===== src/hw/rtl/ffea_pkg.sv =====
// ----------------------------------------------------------------------------
// ffea_pkg
// Shared constants for the first-fit extent allocator.
// ----------------------------------------------------------------------------
package ffea_pkg;

  localparam int unsigned MemTopDefault     = 1023;
  localparam int unsigned MaxExtentsDefault = 16;

  localparam logic KindAlloc = 1'b0;
  localparam logic KindFree  = 1'b1;

endpackage


===== src/hw/rtl/first_fit_extent_allocator.sv =====
// ----------------------------------------------------------------------------
// first_fit_extent_allocator
// First-fit allocator over an address-ordered table of free extents.
// ----------------------------------------------------------------------------
// One transaction is handled at a time. After reset the block writes the
// initial extent 0..MEM_TOP in S_INIT before it raises in_ready_o. The table
// has a single registered read port, so each table entry visited takes a read
// state and a check state. Every transaction ends in S_PUSH, which loads the
// output register. An allocate that fails at once (zero size or empty table)
// goes straight to S_PUSH; otherwise it scans at most MAX_EXTENTS entries, and
// an exact fit then moves the later entries down. A free that fails at once
// goes straight to S_PUSH; otherwise it scans at most MAX_EXTENTS entries to
// find its place. An insert moves the later entries up, and a double merge
// moves the later entries down. A new transaction is taken while the previous
// result still waits on the output; its result then waits until the output
// register is free.
// ----------------------------------------------------------------------------
module first_fit_extent_allocator #(
  parameter int unsigned MEM_TOP     = ffea_pkg::MemTopDefault,
  parameter int unsigned MAX_EXTENTS = ffea_pkg::MaxExtentsDefault
) (
  input  logic                             clk_i,
  input  logic                             rst_ni,
  input  logic                             in_valid_i,
  output logic                             in_ready_o,
  input  logic                             kind_i,
  input  logic [$clog2(MEM_TOP+1):0]       block_size_i,
  input  logic [$clog2(MEM_TOP+1)-1:0]     block_address_i,
  output logic                             out_valid_o,
  input  logic                             out_ready_i,
  output logic [$clog2(MEM_TOP+1)-1:0]     granted_address_o,
  output logic                             ok_o
);

  import ffea_pkg::*;

  localparam int unsigned AW = $clog2(MEM_TOP + 1);
  localparam int unsigned SW = AW + 1;
  localparam int unsigned EW = AW + 2;
  localparam int unsigned IW = $clog2(MAX_EXTENTS);
  localparam int unsigned CW = $clog2(MAX_EXTENTS + 1);
  localparam int unsigned WW = 2 * AW;

  typedef enum logic [3:0] {
    S_INIT, S_IDLE, S_A_RD, S_A_CHK, S_F_RD, S_F_CHK, S_F_DEC,
    S_DN_RD, S_DN_WR, S_UP_RD, S_UP_WR, S_F_INS, S_PUSH
  } state_e;

  state_e        state_q, state_d;
  logic [CW-1:0] cnt_q, cnt_d;
  logic [CW-1:0] idx_q, idx_d;
  logic [CW-1:0] sh_q, sh_d;
  logic [SW-1:0] size_q, size_d;
  logic [AW-1:0] addr_q, addr_d;
  logic [EW-1:0] end_q, end_d;
  logic [AW-1:0] prv_start_q, prv_start_d, prv_last_q, prv_last_d;
  logic [AW-1:0] nxt_start_q, nxt_start_d, nxt_last_q, nxt_last_d;
  logic          res_ok_q, res_ok_d;
  logic [AW-1:0] res_addr_q, res_addr_d;
  logic          out_valid_q, out_valid_d;
  logic          out_ok_q, out_ok_d;
  logic [AW-1:0] out_addr_q, out_addr_d;

  logic          we, re;
  logic [IW-1:0] waddr, raddr;
  logic [WW-1:0] wdata, rdata;
  logic [AW-1:0] rd_start, rd_last;
  logic [SW-1:0] rd_len;
  logic [EW-1:0] in_end;
  logic          has_prev, has_next, join_prev, join_next;

  ffea_table #(
    .Depth (MAX_EXTENTS),
    .Width (WW)
  ) u_table (
    .clk_i   (clk_i),
    .we_i    (we),
    .waddr_i (waddr),
    .wdata_i (wdata),
    .re_i    (re),
    .raddr_i (raddr),
    .rdata_o (rdata)
  );

  assign rd_start  = rdata[WW-1:AW];
  assign rd_last   = rdata[AW-1:0];
  assign rd_len    = SW'({1'b0, rd_last} - {1'b0, rd_start}) + SW'(1);
  assign in_end    = EW'(block_address_i) + EW'(block_size_i) - EW'(1);
  assign has_prev  = (idx_q != '0);
  assign has_next  = (idx_q < cnt_q);
  assign join_prev = has_prev && ((SW'(prv_last_q) + SW'(1)) == SW'(addr_q));
  assign join_next = has_next && ((end_q + EW'(1)) == EW'(nxt_start_q));

  assign in_ready_o        = (state_q == S_IDLE);
  assign out_valid_o       = out_valid_q;
  assign ok_o              = out_ok_q;
  assign granted_address_o = out_addr_q;

  always_comb begin
    state_d     = state_q;
    cnt_d       = cnt_q;
    idx_d       = idx_q;
    sh_d        = sh_q;
    size_d      = size_q;
    addr_d      = addr_q;
    end_d       = end_q;
    prv_start_d = prv_start_q;
    prv_last_d  = prv_last_q;
    nxt_start_d = nxt_start_q;
    nxt_last_d  = nxt_last_q;
    res_ok_d    = res_ok_q;
    res_addr_d  = res_addr_q;
    out_valid_d = out_valid_q;
    out_ok_d    = out_ok_q;
    out_addr_d  = out_addr_q;
    we          = 1'b0;
    waddr       = idx_q[IW-1:0];
    wdata       = rdata;
    re          = 1'b0;
    raddr       = idx_q[IW-1:0];

    if (out_valid_q && out_ready_i) begin
      out_valid_d = 1'b0;
    end

    unique case (state_q)
      S_INIT: begin
        we      = 1'b1;
        waddr   = '0;
        wdata   = {AW'(0), AW'(MEM_TOP)};
        state_d = S_IDLE;
      end
      S_IDLE: begin
        if (in_valid_i) begin
          size_d     = block_size_i;
          addr_d     = block_address_i;
          end_d      = in_end;
          idx_d      = '0;
          res_ok_d   = 1'b0;
          res_addr_d = '0;
          if (block_size_i == '0) begin
            state_d = S_PUSH;
          end else if (kind_i == KindAlloc) begin
            state_d = (cnt_q == '0) ? S_PUSH : S_A_RD;
          end else if (in_end > EW'(MEM_TOP)) begin
            state_d = S_PUSH;
          end else begin
            state_d = (cnt_q == '0) ? S_F_DEC : S_F_RD;
          end
        end
      end
      S_A_RD: begin
        re      = 1'b1;
        state_d = S_A_CHK;
      end
      S_A_CHK: begin
        if (rd_len > size_q) begin
          we         = 1'b1;
          wdata      = {rd_start + size_q[AW-1:0], rd_last};
          res_ok_d   = 1'b1;
          res_addr_d = rd_start;
          state_d    = S_PUSH;
        end else if (rd_len == size_q) begin
          res_ok_d   = 1'b1;
          res_addr_d = rd_start;
          state_d    = S_DN_RD;
        end else begin
          idx_d   = idx_q + CW'(1);
          state_d = ((idx_q + CW'(1)) == cnt_q) ? S_PUSH : S_A_RD;
        end
      end
      S_F_RD: begin
        re      = 1'b1;
        state_d = S_F_CHK;
      end
      S_F_CHK: begin
        if (rd_start <= addr_q) begin
          prv_start_d = rd_start;
          prv_last_d  = rd_last;
          idx_d       = idx_q + CW'(1);
          state_d     = ((idx_q + CW'(1)) == cnt_q) ? S_F_DEC : S_F_RD;
        end else begin
          nxt_start_d = rd_start;
          nxt_last_d  = rd_last;
          state_d     = S_F_DEC;
        end
      end
      S_F_DEC: begin
        state_d = S_PUSH;
        if (has_prev && (prv_last_q >= addr_q)) begin
          res_ok_d = 1'b0;
        end else if (has_next && (EW'(nxt_start_q) <= end_q)) begin
          res_ok_d = 1'b0;
        end else if (join_prev && join_next) begin
          we       = 1'b1;
          waddr    = IW'(idx_q - CW'(1));
          wdata    = {prv_start_q, nxt_last_q};
          res_ok_d = 1'b1;
          state_d  = S_DN_RD;
        end else if (join_prev) begin
          we       = 1'b1;
          waddr    = IW'(idx_q - CW'(1));
          wdata    = {prv_start_q, end_q[AW-1:0]};
          res_ok_d = 1'b1;
        end else if (join_next) begin
          we       = 1'b1;
          wdata    = {addr_q, nxt_last_q};
          res_ok_d = 1'b1;
        end else if (cnt_q >= CW'(MAX_EXTENTS)) begin
          res_ok_d = 1'b0;
        end else begin
          sh_d    = cnt_q;
          state_d = S_UP_RD;
        end
      end
      S_DN_RD: begin
        if ((idx_q + CW'(1)) < cnt_q) begin
          re      = 1'b1;
          raddr   = IW'(idx_q + CW'(1));
          state_d = S_DN_WR;
        end else begin
          cnt_d   = cnt_q - CW'(1);
          state_d = S_PUSH;
        end
      end
      S_DN_WR: begin
        we      = 1'b1;
        idx_d   = idx_q + CW'(1);
        state_d = S_DN_RD;
      end
      S_UP_RD: begin
        if (sh_q > idx_q) begin
          re      = 1'b1;
          raddr   = IW'(sh_q - CW'(1));
          state_d = S_UP_WR;
        end else begin
          state_d = S_F_INS;
        end
      end
      S_UP_WR: begin
        we      = 1'b1;
        waddr   = sh_q[IW-1:0];
        sh_d    = sh_q - CW'(1);
        state_d = S_UP_RD;
      end
      S_F_INS: begin
        we       = 1'b1;
        wdata    = {addr_q, end_q[AW-1:0]};
        cnt_d    = cnt_q + CW'(1);
        res_ok_d = 1'b1;
        state_d  = S_PUSH;
      end
      S_PUSH: begin
        if (!out_valid_q || out_ready_i) begin
          out_valid_d = 1'b1;
          out_ok_d    = res_ok_q;
          out_addr_d  = res_addr_q;
          state_d     = S_IDLE;
        end
      end
      default: state_d = S_IDLE;
    endcase
  end

  always_ff @(posedge clk_i or negedge rst_ni) begin
    if (!rst_ni) begin
      state_q     <= S_INIT;
      cnt_q       <= CW'(1);
      out_valid_q <= 1'b0;
    end else begin
      state_q     <= state_d;
      cnt_q       <= cnt_d;
      out_valid_q <= out_valid_d;
    end
  end

  always_ff @(posedge clk_i) begin
    idx_q       <= idx_d;
    sh_q        <= sh_d;
    size_q      <= size_d;
    addr_q      <= addr_d;
    end_q       <= end_d;
    prv_start_q <= prv_start_d;
    prv_last_q  <= prv_last_d;
    nxt_start_q <= nxt_start_d;
    nxt_last_q  <= nxt_last_d;
    res_ok_q    <= res_ok_d;
    res_addr_q  <= res_addr_d;
    out_ok_q    <= out_ok_d;
    out_addr_q  <= out_addr_d;
  end

endmodule


===== src/hw/rtl/ffea_table.sv =====
// ----------------------------------------------------------------------------
// ffea_table
// Extent table storage: one write port, one registered read port.
// ----------------------------------------------------------------------------
module ffea_table #(
  parameter int unsigned Depth = 16,
  parameter int unsigned Width = 20
) (
  input  logic                     clk_i,
  input  logic                     we_i,
  input  logic [$clog2(Depth)-1:0] waddr_i,
  input  logic [Width-1:0]         wdata_i,
  input  logic                     re_i,
  input  logic [$clog2(Depth)-1:0] raddr_i,
  output logic [Width-1:0]         rdata_o
);

  logic [Width-1:0] mem_q [Depth];
  logic [Width-1:0] rdata_q;

  always_ff @(posedge clk_i) begin
    if (we_i) begin
      mem_q[waddr_i] <= wdata_i;
    end
  end

  always_ff @(posedge clk_i) begin
    if (re_i) begin
      rdata_q <= mem_q[raddr_i];
    end
  end

  assign rdata_o = rdata_q;

endmodule

===== config.mk =====
export PLATFORM = sky130hd
export DESIGN_NAME = first_fit_extent_allocator
export DESIGN_NICKNAME = d
export VERILOG_FILES = /design/src/hw/rtl/ffea_pkg.sv /design/src/hw/rtl/first_fit_extent_allocator.sv /design/src/hw/rtl/ffea_table.sv
export SDC_FILE = /design/constraint.sdc
export NUM_CORES = 1
export LEC_CHECK = 0
export CORE_MARGIN = 5
export CORE_UTILIZATION = 50
export CTS_BUF_LIST = sky130_fd_sc_hd__clkbuf_4 sky130_fd_sc_hd__clkbuf_8
export CTS_CLUSTER_SIZE = 16
export DETAILED_ROUTE_END_ITERATION = 7
export DONT_BUFFER_PORTS = 1
export SETUP_SLACK_MARGIN = 0.3
export SLEW_MARGIN = 20
export SYNTH_ARGS = -nofsm -noshare
export SYNTH_HDL_FRONTEND = slang
export SYNTH_HIERARCHICAL = 1
export SYNTH_SLANG_ARGS = --single-unit

===== constraint.sdc =====
create_clock -name clk_i -period 17.2 [get_ports clk_i]
set_input_delay 1.72 -clock clk_i [delete_from_list [all_inputs] [get_ports clk_i]]
set_output_delay 1.72 -clock clk_i [all_outputs]
set_load 0.1 [all_outputs]

### Yosys cells after proc, flatten, opt, wreduce, memory -nomap -nowiden

Memories as Yosys holds them, arrays and structs flattened. A register that Yosys moved wholly into a read port is not among the register bits.
Index checks and enable logic that the tools add are counted.

* add/sub/neg operators: 12
* order comparisons: 9
* eq/ne operators: 30
* muxes and demuxes: 79
* bitwise logic cells: 1
* reductions and logical operators: 29

Operators by type and width (number)
* 20-bit two-way mux: 6
* 20-bit case mux with 4 select lines: 1
* 4-bit two-way mux: 18
* 5-bit two-way mux: 11
* 4-bit case mux with 12 select lines: 1
* 10-bit two-way mux: 3
* 2-bit inequality test, second input constant: 12
* 1-bit two-way mux: 23
* 4-bit == test, second input constant: 5
* 10-bit case mux with 2 select lines: 1
* 5-bit case mux with 2 select lines: 2
* 5-bit case mux with 4 select lines: 1
* 4-bit by 3-bit == test with 1-bit output, second input constant: 4
* 10-bit by 11-bit adder with 12-bit output: 1
* 12-bit by 1-bit adder with 12-bit output, second input constant: 1
* 12-bit by 10-bit == test with 1-bit output: 1
* 12-bit by 10-bit greater-than comparator with 1-bit output, second input constant: 1
* 10-bit by 12-bit <= comparator with 1-bit output: 1
* 3-bit two-way mux: 4
* 4-bit case mux with 3 select lines: 1
* 2-bit AND reduction: 6
* 12-bit by 1-bit subtractor with 12-bit output, second input constant: 1
* 10-bit by 1-bit adder with 11-bit output, second input constant: 1
* 11-bit by 1-bit adder with 11-bit output, second input constant: 1
* 38 further kinds: 53

* flip-flop bits (word level): 115
* RAM bits: 320
* output and inout port bits: 13
* word-level logic and storage cells: 177
* memories: 1

Memories
* u_table.mem_q: depth 16, bits a word 20, read ports 1, clocked after Yosys merged registers in 1, write ports 1, RTL line ffea_table.sv:18 `logic [Width-1:0] mem_q [Depth];`

### Depth between registers and ports, before layout

* depth in word-level cells: 11
* mapped depth: 25

### Cells and area by module

Netlist, hierarchy kept.

Modules (own cells, without submodules)
* ffea_table: instances 1, cells an instance 533, area each 12731.0 sq um, seq. area each 10209.8 sq um
* first_fit_extent_allocator: instances 1, cells an instance 1000, area each 9238.9 sq um, seq. area each 3404.5 sq um

### Worst setup path before layout

OpenSTA, ideal clock, no wires.

* kind: reg-to-reg
* from: register u_table.rdata_q[11] (netlist: u_table/rdata_o[11]), read port of u_table.mem_q
* to: memory u_table.mem_q[0][0] (enable)
* library setup time: 0.422 ns
* arrival: 5.593 ns
* setup slack: 11.185 ns
* cell stages (with the launch flop): 25
* clock period less this slack: 6.015 ns
* cells stage by stage: edfxtp_1 -> ha_1 -> inv_1 -> ha_1 -> inv_1 -> fa_1 -> nor2b_1 -> o21ai_0 -> a21boi_0 -> o21a_1 -> o21ai_0 -> nand2b_1 -> a21oi_1 -> xnor2_1 -> ha_1 -> nand4_1 -> inv_1 -> o31ai_1 -> a21oi_1 -> a21oi_1 -> nor2_1 -> nor2_1 -> nand2_1 -> or3b_2 -> nor3_1

* longest elaborated chain between the ends: 7

Ends and longest elaborated chain
* from (decl): RTL line ffea_table.sv:19 `logic [Width-1:0] rdata_q;`
* 10-bit by 10-bit subtractor with 11-bit output: RTL line first_fit_extent_allocator.sv:87 `assign rd_len = SW'({1'b0, rd_last} - {1'b0, rd_start}) + SW'(1);`
* 11-bit by 1-bit adder with 11-bit output: RTL line first_fit_extent_allocator.sv:87
* 11-bit greater-than comparator: RTL line first_fit_extent_allocator.sv:157 `if (rd_len > size_q) begin`
* 1-bit two-way mux: RTL line first_fit_extent_allocator.sv:157
* 1-bit case mux with 3 select lines: RTL line first_fit_extent_allocator.sv:126 `unique case (state_q)`
* named net we: RTL line first_fit_extent_allocator.sv:64 `logic we, re;`
* 1-bit two-way mux: RTL line ffea_table.sv:22 `if (we_i) begin`
* 1-bit two-way mux (not written as such): RTL line ffea_table.sv:23 `mem_q[waddr_i] <= wdata_i;`
* to (decl): RTL line ffea_table.sv:18

The timed path passes the listed nets, and every way through them passes these cells.

### Final worst setup path

* from: register u_table.rdata_q[11] (netlist: u_table/rdata_o[11]), read port of u_table.mem_q
* to: memory u_table.mem_q[9][4] (enable)

Same word-level chain as after synthesis.

==> out/results.ini <==
[placed_design]
gp_congestion=0.913
post-place-cells=2094
dp_hpwl_mm=36.9
io_buffers=0
pre_cts_ws_ns=11.19

[timing]
finalMaxSlewViolations=0
rsz0062_at_grt=no
finalSetupViolCount=0
finalClockSkew_ns=0.0308
hold_viol=0
worst_pin_slew_ns=1.05
timing.fmax_ghz=0.165
whs_ns=0.417
setup_ws_ns=11.12
slew_headroom=0.294
tns_ns=0
layout_min_cycle_time_ns=6.08
finalCritPeriodShare=0.353

[critical_path]
cp-end-kind=flip-flop
required_ns=17.51
cp_max_fo=11
critical-path-max-stage-delay_ns=0.78
critPathArrivalTime_ns=6.39
crit_family=compound AO/OA/AOI/OAI gates
cp.depth=25
cpMaxStageDelayCell=a21oi_1
rr_worst_depth=25
reg2reg_slack_ns=11.12
cp-start-kind=flip-flop
criticalPathCategory=reg2reg
crit_buf_inv=4

[floorplan]
core-area_um2=43300
die_w_um=220
start_util=0.508
die_h_um=220
die_area_um2=48200
rows=76
pin_count=39

[logic_synthesis]
yosysMostFrequentCell=edfxtp_1
synth_common_cells=445 x edfxtp_1, 125 x inv_1, 113 x ha_1
ys_types=77
synth_area_leaders=edfxtp_1 61%, mux4_2 6.6%, ha_1 6.4%, inv_1 2.1%, mux4_1 1.9%
syn-num-nets=1676
yosysWarnings=6
synth_top_cell_by_area=edfxtp_1
ys_ff_latch=455
syn_area_per_cell_um2=14.3
synth_cells=1533
synth_area_um2=22000
seq_area_frac_synth=0.620
synth_top_area_frac=0.608
synth_edf_count=445
synth_ff_type=edfxtp_1
synthArstFlopShare=0.0220

[global_route]
antenna_found_initial=1
grt_pass1_wl_mm=84.5
grt_max_degree=48
grt_usage=0.236
grt.overflow.total=0
first_global_vias=13600

[clock_network]
clockRootBuffer=clkbuf_8
numCtsBuffers=77
htreeDepth=3
postCtsHoldBufs=0
clk_latency_ns=0.64
postCtsSetupBuffers=0
cts_resized=0
clkSinkCount=455
clkTransAtPathRegs_ns=0.07
tritoncts=yes
clock_path_buffers=3

[power]
p_leak_nw=8.71
power_density_nw_per_um2=206
power_mw=5.02
ir_drop_mv=0.109

[cells_and_area]
drive_above_1_share=0.162
layout.cells.non_filler=2235
fillCellCount=3558
area_growth_syn_to_layout_pct=10.9
final_nets=1732
num_antenna_cells=0

[drt]
drc_errors=0
vias=13500
drt_first_iter_violations=1292
first_pass_iters=5
avgViaCountPerCell=6.02
wl_mm=55.8
wl_per_cell_um=25.0
antenna_left=0

[run_status]
status=finished clean

[worst_hold_path]
hold_class=reg2reg
holdPathStages=0

[run]
drv_cap=0

report_power, final:
part / internal [mW] / leakage [nW] / switching [mW]
Clock: 0.538 / 0.828 / 0.434
Sequential: 1.70 / 4.16 / 0.187
Combinational: 0.802 / 3.72 / 1.36
Total: 3.04 / 8.71 / 1.98
metrics by stage:
stage	utilization	area, um^2
after floorplan	-	22000
after global placement	0.526	22800
after detailed placement	0.527	22800
after CTS	0.563	24300
after global routing	0.563	24400
final	0.563	24400
cell families (layout without fill, tap and decap cells):
kind of cell,after synthesis,after routing,share of synthesized area
mux,88,88,0.0884
fa+ha+maj,117,117,0.0680
xor+xnor,54,54,0.0215
buf+inv,183,300,0.0340
simple gates,337,337,0.0753
compound gates,299,299,0.0931
flops,455,455,0.620
placed cells by master, fill, tap and decap left out, types with 5 or more instances in the layout:
| cell | instances |
|---|---|
| edfxtp_1 | 445 |
| inv_1 | 125 |
| ha_1 | 113 |
| nand2_1 | 85 |
| clkbuf_8 | 82 |
| nor2_1 | 80 |
| mux4_2 | 64 |
| o21ai_0 | 53 |
| a21oi_1 | 48 |
| a22oi_1 | 42 |
| xnor2_1 | 39 |
| buf_4 | 34 |
| nor3_1 | 27 |
| nand3_1 | 27 |
| a211oi_1 | 25 |
| clkbuf_4 | 23 |
| nor2b_1 | 18 |
| a21o_1 | 17 |
| mux4_1 | 16 |
| xor2_1 | 15 |
| o221ai_1 | 15 |
| clkinv_1 | 15 |
| o21a_1 | 14 |
| clkinv_2 | 14 |
| nand2b_1 | 13 |
| nor2_2 | 13 |
| nand4_1 | 12 |
| a31oi_1 | 11 |
| o211ai_1 | 10 |
| or3_1 | 10 |
| a21oi_2 | 10 |
| and3_1 | 9 |
| dfrtp_1 | 9 |
| mux2i_1 | 8 |
| nand3b_1 | 7 |
| nor4_1 | 6 |
| and2_1 | 5 |
state kept, by name (all words and copies together) (netlist names), 4 cells and up:
signal,flops
prv_start_q,10
sh_q,5
size_q,11
end_q,12
prv_last_q,10
state_q,4
cnt_q,5
u_table/mem_q,320
res_addr_q,10
idx_q,5
nxt_start_q,10
nxt_last_q,10
addr_q,10
u_table/rdata_o,20
granted_address_o,10
worst register-to-register path, stage by stage, from the launching register on:
cell and delay (ns):
edfxtp_1 0.60, ha_1 0.36, inv_1 0.06, ha_1 0.16
inv_1 0.06, fa_1 0.41, nor2b_1 0.12, o21ai_0 0.10
a21boi_0 0.29, o21a_1 0.17, o21ai_0 0.08, nand2b_1 0.08
a21oi_1 0.07, xnor2_1 0.14, ha_1 0.30, nand4_1 0.13
inv_1 0.08, o31ai_1 0.10, a21oi_1 0.78, a21oi_1 0.16
nor2_1 0.12, nor2_1 0.05, nand2_1 0.15, nand3b_1 0.23
nor2_2 0.61, buf_4 0.35
layer usage:
metal  global-route usage  wire length (um)  up-vias
li1                     -                 -     6080
met1                0.328             24100     6813
met2                0.371             26300      455
met3               0.0416              3280      103
met4               0.0994              2090        2
met5                    0                13        -
final cells by class:
type,instances,area (um^2),share of cell area
flip-flops and latches,455,13600,0.559
multi-input cells,895,7750,0.318
clock buffers,105,1300,0.0534
well taps,585,732,0.0300
inverters,126,473,0.0194
repair buffers,34,255,0.0105
clock inverters,35,246,0.0101
final timing paths:
check / start / endpoint
max in group asynchronous: rst_ni / cnt_q[0]$_DFFE_PN1P_
min: res_addr_q[6]$_SDFFCE_PN0P_ / granted_address_o[6]$_DFFE_PP_
min in group asynchronous: rst_ni / state_q[3]$_DFFE_PN0P_
max reg2reg: u_table/rdata_o[11]$_DFFE_PP_ / u_table/mem_q[9][4]$_DFFE_PP_
max: u_table/rdata_o[11]$_DFFE_PP_ / u_table/mem_q[9][4]$_DFFE_PP_
min reg2reg: res_addr_q[6]$_SDFFCE_PN0P_ / granted_address_o[6]$_DFFE_PP_
Note: power is estimated with default switching activity, not from simulation.
